## config.mk

```make
export PLATFORM = sky130hd
export DESIGN_NAME = resizable_array_block_mapper_core_flat
export DESIGN_NICKNAME = d
export VERILOG_FILES = /design/src/hdl/rabm_pkg.sv /design/src/hdl/rabm_if.sv /design/src/hdl/rabm_front.sv /design/src/hdl/rabm_queue.sv /design/src/hdl/rabm_back.sv /design/src/hdl/resizable_array_block_mapper_core.sv /design/src/flat_wrapper.sv
export VERILOG_INCLUDE_DIRS = /design/src /design/src/hdl
export SDC_FILE = /design/constraint.sdc
export NUM_CORES = 1
export LEC_CHECK = 0
export ABC_AREA = 1
export ABC_CLOCK_PERIOD_IN_PS = 11090
export CORE_MARGIN = 2
export CORE_UTILIZATION = 50
export CTS_CLUSTER_DIAMETER = 40
export DETAILED_ROUTE_END_ITERATION = 6
export DONT_BUFFER_PORTS = 1
export PLACE_DENSITY = 0.74
export SKIP_CTS_REPAIR_TIMING = 1
export SYNTH_ARGS = -nofsm -noshare
export SYNTH_HDL_FRONTEND = slang
export SYNTH_SLANG_ARGS = --single-unit
```

## constraint.sdc

```tcl
create_clock -name clk -period 11.09 [get_ports clk]
set_clock_uncertainty 0.2 [all_clocks]
set_input_delay 0.5545 -clock clk [delete_from_list [all_inputs] [get_ports clk]]
set_output_delay 0.5545 -clock clk [all_outputs]
set_load 0.02 [all_outputs]
```

## src/hdl/resizable_array_block_mapper_core_defines.svh

```systemverilog
// ---------------------------------------------------------------------------
// Resizable array block mapper: assertion macros
// Shared concurrent assertion forms, reset-qualified on the async reset.
// ---------------------------------------------------------------------------
`ifndef RESIZABLE_ARRAY_BLOCK_MAPPER_CORE_DEFINES_SVH
`define RESIZABLE_ARRAY_BLOCK_MAPPER_CORE_DEFINES_SVH

// same-cycle implication
`define RABM_ASSERT_NOW(label, clk, rst_n, ante, cons, msg) \
	label: assert property (@(posedge clk) disable iff (!rst_n) (ante) |-> (cons)) \
		else $error(msg);

// next-cycle implication
`define RABM_ASSERT_NEXT(label, clk, rst_n, ante, cons, msg) \
	label: assert property (@(posedge clk) disable iff (!rst_n) (ante) |=> (cons)) \
		else $error(msg);

`endif

```

## src/hdl/rabm_pkg.sv

```systemverilog
// ---------------------------------------------------------------------------
// Resizable array block mapper: package
// Field widths, action/status/event codes and the front-to-back job record.
// ---------------------------------------------------------------------------
package rabm_pkg;

	localparam int POS_BITS  = 20;
	localparam int BLK_BITS  = 11;
	localparam int OFF_BITS  = 10;
	localparam int VAL_BITS  = 32;
	localparam int SIZE_BITS = 11;
	localparam int LVL_BITS  = 6;
	localparam int NBLK_BITS = 12;
	localparam int ACT_BITS  = 2;

	localparam logic [POS_BITS-1:0] CAPACITY = {POS_BITS{1'b1}};

	localparam logic [ACT_BITS-1:0] ACT_PUSH = 2'd0;
	localparam int ACT_LOCATE_BIT = 1;

	typedef enum logic [1:0] {
		ST_OK    = 2'd0,
		ST_EMPTY = 2'd1,
		ST_FULL  = 2'd2,
		ST_RANGE = 2'd3
	} status_t;

	typedef enum logic [1:0] {
		EV_NONE  = 2'd0,
		EV_ALLOC = 2'd1,
		EV_FREE  = 2'd2
	} alloc_t;

	typedef struct packed {
		logic                        do_map;
		logic [POS_BITS-1:0]         map_pos;
		logic signed [VAL_BITS-1:0]  value;
		alloc_t                      ev;
		logic [BLK_BITS-1:0]         ablk;
		logic [SIZE_BITS-1:0]        asize;
		logic [POS_BITS-1:0]         count;
		status_t                     status;
	} job_t;

endpackage

```

## src/hdl/rabm_if.sv

```systemverilog
// ---------------------------------------------------------------------------
// Resizable array block mapper: channel interfaces
// Request channel (action in) and response channel (mapping out).
// ---------------------------------------------------------------------------
interface rabm_in_if;
	logic                                     valid;
	logic                                     ready;
	logic [rabm_pkg::ACT_BITS-1:0]            action;
	logic [rabm_pkg::POS_BITS-1:0]            position;
	logic signed [rabm_pkg::VAL_BITS-1:0]     write_value;

	modport source(output valid, output action, output position, output write_value,
		input ready);
	modport sink(input valid, input action, input position, input write_value,
		output ready);
endinterface

interface rabm_out_if;
	logic                                     valid;
	logic                                     ready;
	logic [rabm_pkg::BLK_BITS-1:0]            block_number;
	logic [rabm_pkg::OFF_BITS-1:0]            block_offset;
	logic signed [rabm_pkg::VAL_BITS-1:0]     value_out;
	logic [1:0]                               alloc_event;
	logic [rabm_pkg::BLK_BITS-1:0]            alloc_block;
	logic [rabm_pkg::SIZE_BITS-1:0]           alloc_size;
	logic [rabm_pkg::POS_BITS-1:0]            element_count;
	logic [1:0]                               status;

	modport source(output valid, output block_number, output block_offset,
		output value_out, output alloc_event, output alloc_block, output alloc_size,
		output element_count, output status, input ready);
	modport sink(input valid, input block_number, input block_offset,
		input value_out, input alloc_event, input alloc_block, input alloc_size,
		input element_count, input status, output ready);
endinterface

```

## src/hdl/rabm_front.sv

```systemverilog
// ---------------------------------------------------------------------------
// Resizable array block mapper: front end
// Accepts actions, checks range, keeps the layout state and emits one job.
// ---------------------------------------------------------------------------
`include "resizable_array_block_mapper_core_defines.svh"

module rabm_front (
	input  logic              clk,
	input  logic              arst_n,
	rabm_in_if.sink           req,
	output logic              job_valid,
	input  logic              job_ready,
	output rabm_pkg::job_t    job
);

	localparam int PW = rabm_pkg::POS_BITS;
	localparam int BW = rabm_pkg::BLK_BITS;
	localparam int SW = rabm_pkg::SIZE_BITS;
	localparam int LW = rabm_pkg::LVL_BITS;
	localparam int NW = rabm_pkg::NBLK_BITS;

	logic [PW-1:0] count_q,    count_n;
	logic [LW-1:0] level_q,    level_n;
	logic [SW-1:0] blk_size_q, blk_size_n;
	logic [SW-1:0] blk_fill_q, blk_fill_n;
	logic [SW-1:0] sup_size_q, sup_size_n;
	logic [SW-1:0] sup_fill_q, sup_fill_n;
	logic [NW-1:0] nblk_q,     nblk_n;
	logic          spare_q,    spare_n;

	logic          fire;
	logic          is_push;
	logic [SW-1:0] bf;
	logic [SW-1:0] sf;

	assign is_push   = req.action == rabm_pkg::ACT_PUSH;
	assign job_valid = req.valid;
	assign req.ready = job_ready;
	assign fire      = req.valid && job_ready;

	always_comb begin
		count_n    = count_q;
		level_n    = level_q;
		blk_size_n = blk_size_q;
		blk_fill_n = blk_fill_q;
		sup_size_n = sup_size_q;
		sup_fill_n = sup_fill_q;
		nblk_n     = nblk_q;
		spare_n    = spare_q;
		bf         = blk_fill_q;
		sf         = sup_fill_q;

		job        = '0;
		job.ev     = rabm_pkg::EV_NONE;
		job.status = rabm_pkg::ST_OK;

		if (req.action[rabm_pkg::ACT_LOCATE_BIT]) begin
			if (req.position >= count_q) begin
				job.status = rabm_pkg::ST_RANGE;
			end else begin
				job.do_map  = 1'b1;
				job.map_pos = req.position;
			end
		end else if (is_push) begin
			if (count_q == rabm_pkg::CAPACITY) begin
				job.status = rabm_pkg::ST_FULL;
			end else begin
				if (blk_fill_q >= blk_size_q) begin
					if (sup_fill_q >= sup_size_q) begin
						level_n = level_q + 1'b1;
						if (level_n[0]) begin
							sup_size_n = sup_size_q << 1;
						end else begin
							blk_size_n = blk_size_q << 1;
						end
						sf = '0;
					end
					if (!spare_q) begin
						job.ev    = rabm_pkg::EV_ALLOC;
						job.ablk  = nblk_q[BW-1:0];
						job.asize = blk_size_n;
					end else begin
						spare_n = 1'b0;
					end
					nblk_n     = nblk_q + 1'b1;
					sup_fill_n = sf + 1'b1;
					bf         = '0;
				end
				count_n     = count_q + 1'b1;
				blk_fill_n  = bf + 1'b1;
				job.do_map  = 1'b1;
				job.map_pos = count_q;
				job.value   = req.write_value;
			end
		end else begin
			if (count_q == '0) begin
				job.status = rabm_pkg::ST_EMPTY;
			end else begin
				job.do_map  = 1'b1;
				job.map_pos = count_q - 1'b1;
				count_n     = count_q - 1'b1;
				bf          = blk_fill_q - 1'b1;
				if (bf == '0) begin
					if (spare_q) begin
						job.ev   = rabm_pkg::EV_FREE;
						job.ablk = nblk_q[BW-1:0];
					end
					nblk_n  = nblk_q - 1'b1;
					sf      = sup_fill_q - 1'b1;
					spare_n = 1'b1;
					if (level_q > LW'(1) && sf == '0) begin
						level_n = level_q - 1'b1;
						if (level_n[0]) begin
							blk_size_n = blk_size_q >> 1;
						end else begin
							sup_size_n = sup_size_q >> 1;
						end
						sf = sup_size_n;
					end
					sup_fill_n = sf;
					bf         = blk_size_n;
				end
				blk_fill_n = bf;
			end
		end
		job.count = count_n;
	end

	always_ff @(posedge clk or negedge arst_n) begin
		if (!arst_n) begin
			count_q    <= '0;
			level_q    <= LW'(1);
			blk_size_q <= SW'(1);
			blk_fill_q <= SW'(1);
			sup_size_q <= SW'(1);
			sup_fill_q <= '0;
			nblk_q     <= '0;
			spare_q    <= 1'b0;
		end else if (fire) begin
			count_q    <= count_n;
			level_q    <= level_n;
			blk_size_q <= blk_size_n;
			blk_fill_q <= blk_fill_n;
			sup_size_q <= sup_size_n;
			sup_fill_q <= sup_fill_n;
			nblk_q     <= nblk_n;
			spare_q    <= spare_n;
		end
	end

	`RABM_ASSERT_NEXT(a_push_grows, clk, arst_n, fire && is_push && !req.action[1] && job.status == rabm_pkg::ST_OK, count_q == $past(count_q) + 1'b1, "push did not grow count")
	`RABM_ASSERT_NEXT(a_err_holds, clk, arst_n, fire && job.status != rabm_pkg::ST_OK, $stable(count_q) && $stable(nblk_q) && $stable(spare_q), "rejected item changed layout")

endmodule

```

## src/hdl/rabm_queue.sv

```systemverilog
// ---------------------------------------------------------------------------
// Resizable array block mapper: job queue
// Small FIFO decoupling the front end from the mapping back end.
// ---------------------------------------------------------------------------
`include "resizable_array_block_mapper_core_defines.svh"

module rabm_queue #(
	parameter int DEPTH = 4
) (
	input  logic              clk,
	input  logic              arst_n,
	input  logic              push_valid,
	output logic              push_ready,
	input  rabm_pkg::job_t    push_job,
	output logic              pop_valid,
	input  logic              pop_ready,
	output rabm_pkg::job_t    pop_job
);

	localparam int AW = (DEPTH > 1) ? $clog2(DEPTH) : 1;
	localparam int CW = $clog2(DEPTH + 1);

	rabm_pkg::job_t mem_q [DEPTH];
	logic [AW-1:0]  wr_q;
	logic [AW-1:0]  rd_q;
	logic [CW-1:0]  cnt_q;
	logic           push;
	logic           pop;

	assign push_ready = cnt_q != CW'(DEPTH);
	assign pop_valid  = cnt_q != '0;
	assign push       = push_valid && push_ready;
	assign pop        = pop_valid && pop_ready;
	assign pop_job    = mem_q[rd_q];

	always_ff @(posedge clk) begin
		if (push) begin
			mem_q[wr_q] <= push_job;
		end
	end

	always_ff @(posedge clk or negedge arst_n) begin
		if (!arst_n) begin
			wr_q  <= '0;
			rd_q  <= '0;
			cnt_q <= '0;
		end else begin
			if (push) begin
				wr_q <= (wr_q == AW'(DEPTH - 1)) ? '0 : wr_q + 1'b1;
			end
			if (pop) begin
				rd_q <= (rd_q == AW'(DEPTH - 1)) ? '0 : rd_q + 1'b1;
			end
			if (push && !pop) begin
				cnt_q <= cnt_q + 1'b1;
			end else if (pop && !push) begin
				cnt_q <= cnt_q - 1'b1;
			end
		end
	end

	`RABM_ASSERT_NOW(a_cnt_bound, clk, arst_n, 1'b1, cnt_q <= CW'(DEPTH), "queue count past depth")
	`RABM_ASSERT_NEXT(a_cnt_step, clk, arst_n, push && !pop, cnt_q == $past(cnt_q) + 1'b1, "queue count lost a push")

endmodule

```

## src/hdl/rabm_back.sv

```systemverilog
// ---------------------------------------------------------------------------
// Resizable array block mapper: back end
// MSB split of position + 1 into block and offset; registered result.
// ---------------------------------------------------------------------------
module rabm_back (
	input  logic              clk,
	input  logic              arst_n,
	input  logic              job_valid,
	output logic              job_ready,
	input  rabm_pkg::job_t    job,
	rabm_out_if.source        rsp
);

	localparam int RW = rabm_pkg::POS_BITS + 1;
	localparam int KW = $clog2(RW);
	localparam int BW = rabm_pkg::BLK_BITS;
	localparam int OW = rabm_pkg::OFF_BITS;

	logic [RW-1:0] r;
	logic [KW-1:0] k;
	logic [KW-1:0] hi;
	logic [KW-1:0] lo;
	logic [RW-1:0] e;
	logic [RW-1:0] b;
	logic [RW-1:0] p;
	logic [BW-1:0] blk;
	logic [OW-1:0] off;
	logic          fire;
	logic          valid_q;

	always_comb begin
		r = {1'b0, job.map_pos} + RW'(1);
		k = '0;
		for (int i = 0; i < RW; i++) begin
			if (r[i]) begin
				k = KW'(i);
			end
		end
		hi  = (k + 1'b1) >> 1;
		lo  = k >> 1;
		e   = r & ((RW'(1) << hi) - RW'(1));
		b   = (r >> hi) & ((RW'(1) << lo) - RW'(1));
		p   = (RW'(1) << hi) + (RW'(1) << lo) - RW'(2);
		blk = job.do_map ? BW'(p + b) : '0;
		off = job.do_map ? e[OW-1:0] : '0;
	end

	assign job_ready = !valid_q || rsp.ready;
	assign fire      = job_valid && job_ready;
	assign rsp.valid = valid_q;

	always_ff @(posedge clk or negedge arst_n) begin
		if (!arst_n) begin
			valid_q <= 1'b0;
		end else if (fire) begin
			valid_q <= 1'b1;
		end else if (rsp.ready) begin
			valid_q <= 1'b0;
		end
	end

	always_ff @(posedge clk) begin
		if (fire) begin
			rsp.block_number  <= blk;
			rsp.block_offset  <= off;
			rsp.value_out     <= job.value;
			rsp.alloc_event   <= job.ev;
			rsp.alloc_block   <= job.ablk;
			rsp.alloc_size    <= job.asize;
			rsp.element_count <= job.count;
			rsp.status        <= job.status;
		end
	end

endmodule

```

## src/hdl/resizable_array_block_mapper_core.sv

```systemverilog
// ---------------------------------------------------------------------------
// Resizable array block mapper core
// Push/pop/locate on a superblock/data block array layout; reports block,
// offset, allocate/free events and element count per item.
// ---------------------------------------------------------------------------
//  channel | dir | handshake    | payload
//  req     | in  | valid/ready  | action, position, write_value
//  rsp     | out | valid/ready  | block_number .. status, one per req item
//
// One item per cycle sustained while rsp does not stall; the req item is
// written into the job queue and then into the output register, where rsp
// turns valid. Rate is set by the layout update in the front end.
// Reset clears the layout state, the job queue pointers and the output valid.
// The job queue holds QUEUE_DEPTH items, so req keeps flowing while rsp stalls
// until the queue is full.
// ---------------------------------------------------------------------------
module resizable_array_block_mapper_core #(
	parameter int QUEUE_DEPTH = 4
) (
	input  logic      clk,
	input  logic      arst_n,
	rabm_in_if.sink   req,
	rabm_out_if.source rsp
);

	logic           f_valid;
	logic           f_ready;
	rabm_pkg::job_t f_job;
	logic           b_valid;
	logic           b_ready;
	rabm_pkg::job_t b_job;

	rabm_front u_front (
		.clk       (clk),
		.arst_n    (arst_n),
		.req       (req),
		.job_valid (f_valid),
		.job_ready (f_ready),
		.job       (f_job)
	);

	rabm_queue #(
		.DEPTH (QUEUE_DEPTH)
	) u_queue (
		.clk        (clk),
		.arst_n     (arst_n),
		.push_valid (f_valid),
		.push_ready (f_ready),
		.push_job   (f_job),
		.pop_valid  (b_valid),
		.pop_ready  (b_ready),
		.pop_job    (b_job)
	);

	rabm_back u_back (
		.clk       (clk),
		.arst_n    (arst_n),
		.job_valid (b_valid),
		.job_ready (b_ready),
		.job       (b_job),
		.rsp       (rsp)
	);

endmodule

```

## src/flat_wrapper.sv

```systemverilog
// flat-port wrapper written by rule: the top's interface ports become plain ports
module resizable_array_block_mapper_core_flat 
#(
	parameter int QUEUE_DEPTH = 4
)
  (clk, arst_n, req_valid, req_action, req_position, req_write_value, req_ready, rsp_valid, rsp_block_number, rsp_block_offset, rsp_value_out, rsp_alloc_event, rsp_alloc_block, rsp_alloc_size, rsp_element_count, rsp_status, rsp_ready);
  rabm_in_if req_i ();
  rabm_out_if rsp_i ();
  input  logic clk;
  input  logic arst_n;
  input wire logic [$bits(req_i.valid)-1:0] req_valid;
  input wire logic [$bits(req_i.action)-1:0] req_action;
  input wire logic [$bits(req_i.position)-1:0] req_position;
  input wire logic [$bits(req_i.write_value)-1:0] req_write_value;
  output wire logic [$bits(req_i.ready)-1:0] req_ready;
  output wire logic [$bits(rsp_i.valid)-1:0] rsp_valid;
  output wire logic [$bits(rsp_i.block_number)-1:0] rsp_block_number;
  output wire logic [$bits(rsp_i.block_offset)-1:0] rsp_block_offset;
  output wire logic [$bits(rsp_i.value_out)-1:0] rsp_value_out;
  output wire logic [$bits(rsp_i.alloc_event)-1:0] rsp_alloc_event;
  output wire logic [$bits(rsp_i.alloc_block)-1:0] rsp_alloc_block;
  output wire logic [$bits(rsp_i.alloc_size)-1:0] rsp_alloc_size;
  output wire logic [$bits(rsp_i.element_count)-1:0] rsp_element_count;
  output wire logic [$bits(rsp_i.status)-1:0] rsp_status;
  input wire logic [$bits(rsp_i.ready)-1:0] rsp_ready;
  assign req_i.valid = req_valid;
  assign req_i.action = req_action;
  assign req_i.position = req_position;
  assign req_i.write_value = req_write_value;
  assign req_ready = req_i.ready;
  assign rsp_valid = rsp_i.valid;
  assign rsp_block_number = rsp_i.block_number;
  assign rsp_block_offset = rsp_i.block_offset;
  assign rsp_value_out = rsp_i.value_out;
  assign rsp_alloc_event = rsp_i.alloc_event;
  assign rsp_alloc_block = rsp_i.alloc_block;
  assign rsp_alloc_size = rsp_i.alloc_size;
  assign rsp_element_count = rsp_i.element_count;
  assign rsp_status = rsp_i.status;
  assign rsp_i.ready = rsp_ready;
  resizable_array_block_mapper_core #(.QUEUE_DEPTH(QUEUE_DEPTH)) u_core (.clk(clk), .arst_n(arst_n), .req(req_i), .rsp(rsp_i));
endmodule
```

==> out/qor.csv <==
stage,metric,value,unit
synthesis,largest family of logic cells by synthesized area,simple AND/OR/NAND/NOR gates,
global_route,largest net degree at the start of global routing,128,
synthesis,top-count cell post-synth,edfxtp_1,
synthesis,Yosys reg bits,585,
synthesis,Unique masters post-synth,74,
global_route,initial antenna violation count,2,
setup_path,Max Fanout on Critical Path,44,
floorplan,I/O pin cnt,159,
route,DRT Wirelength,73.07,mm
synthesis,sequential share of the synthesized area,58.13,%
floorplan,die area,60860,sq um
clock_network,CTS buffer count,81,
global_route,gr usage total,23.96,%
timing,Pins Over Slew Limit,0,
clock_network,clk_lat worst skew,630,ps
setup_path,"Req. time, crit path",11250,ps
clock_network,"Reg clk slew, reported paths",60,ps
hold_path,HP Class,in -> reg,
clock_network,H-tree depth,3,
synthesis,top post-synthesis cells by area,"edfxtp_1 (50%), dfrtp_1 (7.3%), o21ai_0 (6.3%)",
global_route,GR Util met3,4.222,%
global_route,M2 GR Usage,39.57,%
synthesis,area share of the largest cell type after synthesis,50.47,%
floorplan,row count,88,
global_route,global-route wire length before repair,114.1,mm
global_route,met1 Usage GRT,31.49,%
clock_network,CTS tree,yes,
place,DP HPWL,46.00,mm
floorplan,core box area,57920,sq um
timing,Setup TNS,0,ps
cells_and_area,layout cells sized above 1,9.606,%
route,DRC viols,0,
synthesis,xor/xnor share of the synthesized area,1.746,%
cells_and_area,Nets,3064,
clock_network,root buf cell,clkbuf_16,
synthesis,compound-gate portion of the synthesized area,13.58,%
synthesis,"EDFF count, synth",495,
synthesis,Commonest cells post-synth,"edfxtp_1 (495), nand2_1 (450), nor2_1 (383), o21ai_0 (370), inv_1 (228)",
route,First DRT Iteration DRCs,1869,
setup_path,slowest CP cell,dfrtp_2,
floorplan,Die W,246.7,um
global_route,Top Usage Layer GRT,met2,
global_route,vias in the first global route,20880,
floorplan,starting density of the core,50.86,%
synthesis,mux cell area share after synthesis,0.06797,%
cells_and_area,Layout area overhead,11.95,%
route,drt first pass iters,6,
setup_path,CP startpoint kind,flop,
synthesis,post-synthesis cell area,29450,sq um
clock_network,clk buf depth,3,
timing,Rel. slew slack,22.77,%
synthesis,Yosys Warn Count,0,
timing,Fmax,0.1055,GHz
timing,Final Cycle Share,85.45,%
timing,setup violators final,0,
synthesis,ys async rst share,15.38,%
setup_path,largest stage delay on the critical path,870,ps
synthesis,syn avg cell area,10.05,sq um
synthesis,Synth Flop Type,edfxtp_1,
route,routed wire length per instance,19.57,um
floorplan,height of the die,246.7,um
synthesis,Synth area leader,edfxtp_1,
global_route,total congestion overflow,0,
route,DR vias,21620,
synthesis,Synth Area in Adders,4.749,%
synthesis,Post-Synth Simple-Gate Area,16.36,%
flow_run,Max Cap Viol,0,
route,via/cell ratio,5.791,
place,IO Port Bufs,0,
setup_path,Worst Path Arrival,9630,ps
timing,final-report hold violation count,0,
outcome,status,"complete, no violations",
setup_path,critical path endpoint category,flop,
timing,Tmin final,9476,ps
setup_path,Worst path most repeated cell,nor2_1,
timing,unrepaired setup endpoints after global routing,no,
timing,Worst Tran Pin Value,1151,ps
clock_network,Clock Sinks,585,
synthesis,Mapped Cells,2932,
place,Placer Congestion,0.9130,
setup_path,critical path class,reg -> reg,
synthesis,Mapped Nets,3094,
route,Post-DRT Antenna Nets,0,
==> final timing paths <==
check	cells past startpoint	startpoint	slack [ps]	to
worst max-delay path	47	u_core.u_queue.rd_q[1]	1610	u_core.u_back.rsp.block_number[10]
worst min-delay path	2	req_write_value[13]	10	u_core.u_queue.mem_q[1][59]
worst max register to register	47	u_core.u_queue.rd_q[1]	1610	u_core.u_back.rsp.block_number[10]
worst min register to register	1	u_core.u_front.nblk_q[10]	270	u_core.u_front.nblk_q[10]
max in group asynchronous	2	arst_n	9840	u_core.u_front.sup_fill_q[6]
min in group asynchronous	2	arst_n	380	u_core.u_front.sup_size_q[1]
==> metal layers <==
layer,vias to the layer above,wire length (um),part of all wire (%)
li1,10240,-,-
met2,803,35320,48
met1,10450,31100,43
met4,2,2123,2.9
met5,-,13,0.018
met3,124,4506,6.2
==> per-stage QoR <==
step | instance area (sq um) | worst slack [ps] | std cells | hold slack, ps | utilization [%]
final | 32970 | 1614 | 3733 | 11.11 | 56.93
after global routing | 32970 | 547.5 | 3733 | 1.413 | 56.93
after CTS | 32900 | 1559 | 3727 | -599.0 | 56.81
after detailed placement | 30030 | 1634 | 3579 | 65.67 | 51.84
after global placement | 30030 | 1835 | 3579 | 66.75 | 51.84
after floorplan | 29450 | 3390 | 2932 | 58.91 | -
==> cells in the final DEF, fill, tap and decap left out, drive strengths merged, types with 27 or more instances in the layout <==
master	instances
clkbuf	89
nand3	94
dfrtp	86
nor2	406
nand4	32
o22ai	89
edfxtp	495
a21oi	98
o21ai	402
xor2	49
nor3	46
clkinv	27
nand2	486
inv	263
ha	91
==> state kept, by name (all words and copies together) (netlist names), 2 cells and up <==
signal	count
u_core.u_back.rsp.element_count	20
u_core.u_front.count_q	20
u_core.u_back.rsp.value_out	32
u_core.u_back.rsp.alloc_size	11
u_core.u_back.rsp.block_number	11
u_core.u_front.sup_size_q	11
u_core.u_front.nblk_q	11
u_core.u_back.rsp.block_offset	10
u_core.u_front.level_q	6
u_core.u_back.rsp.alloc_event	2
u_core.u_queue.rd_q	2
u_core.u_queue.cnt_q	3
u_core.u_queue.mem_q	396
u_core.u_back.rsp.alloc_block	11
u_core.u_front.sup_fill_q	11
u_core.u_front.blk_size_q	11
u_core.u_queue.wr_q	2
u_core.u_front.blk_fill_q	11
u_core.u_back.rsp.status	2
==> area by class of cell <==
type | instances | area [sq um]
repair buffers | 27 | 232.7
well taps | 765 | 957.2
multi-input cells | 1953 | 10810
diodes | 1 | 2.502
fillers | 4832 | 24940
clock buffers | 89 | 2130
inverters | 254 | 968.4
clock inverters | 59 | 748.2
flip-flops and latches | 585 | 17130
==> cell families after synthesis <==
kind of cell / Yosys count
AO/OA/AOI/OAI: 699
XOR/XNOR: 57
buffers and inverters: 394
AND/OR/NAND/NOR: 1091
multiplexers: 2
adder cells (fa/ha/maj): 104
flip-flops: 585
==> worst max-delay path, delay by kind of cell, from the launching register on <==
| family | cells | cell delay (ps) |
|---|---|---|
| AND/OR/NAND/NOR | 22 | 2470 |
| buffers and inverters | 10 | 2330 |
| adder cells (fa/ha/maj) | 5 | 1790 |
| flip-flops | 1 | 870 |
| XOR/XNOR | 4 | 830 |
| AO/OA/AOI/OAI | 6 | 680 |
Power is left out: the tool's default activity adds up to more than one toggle a clock period on the data nets, which glitch-free logic cannot reach.
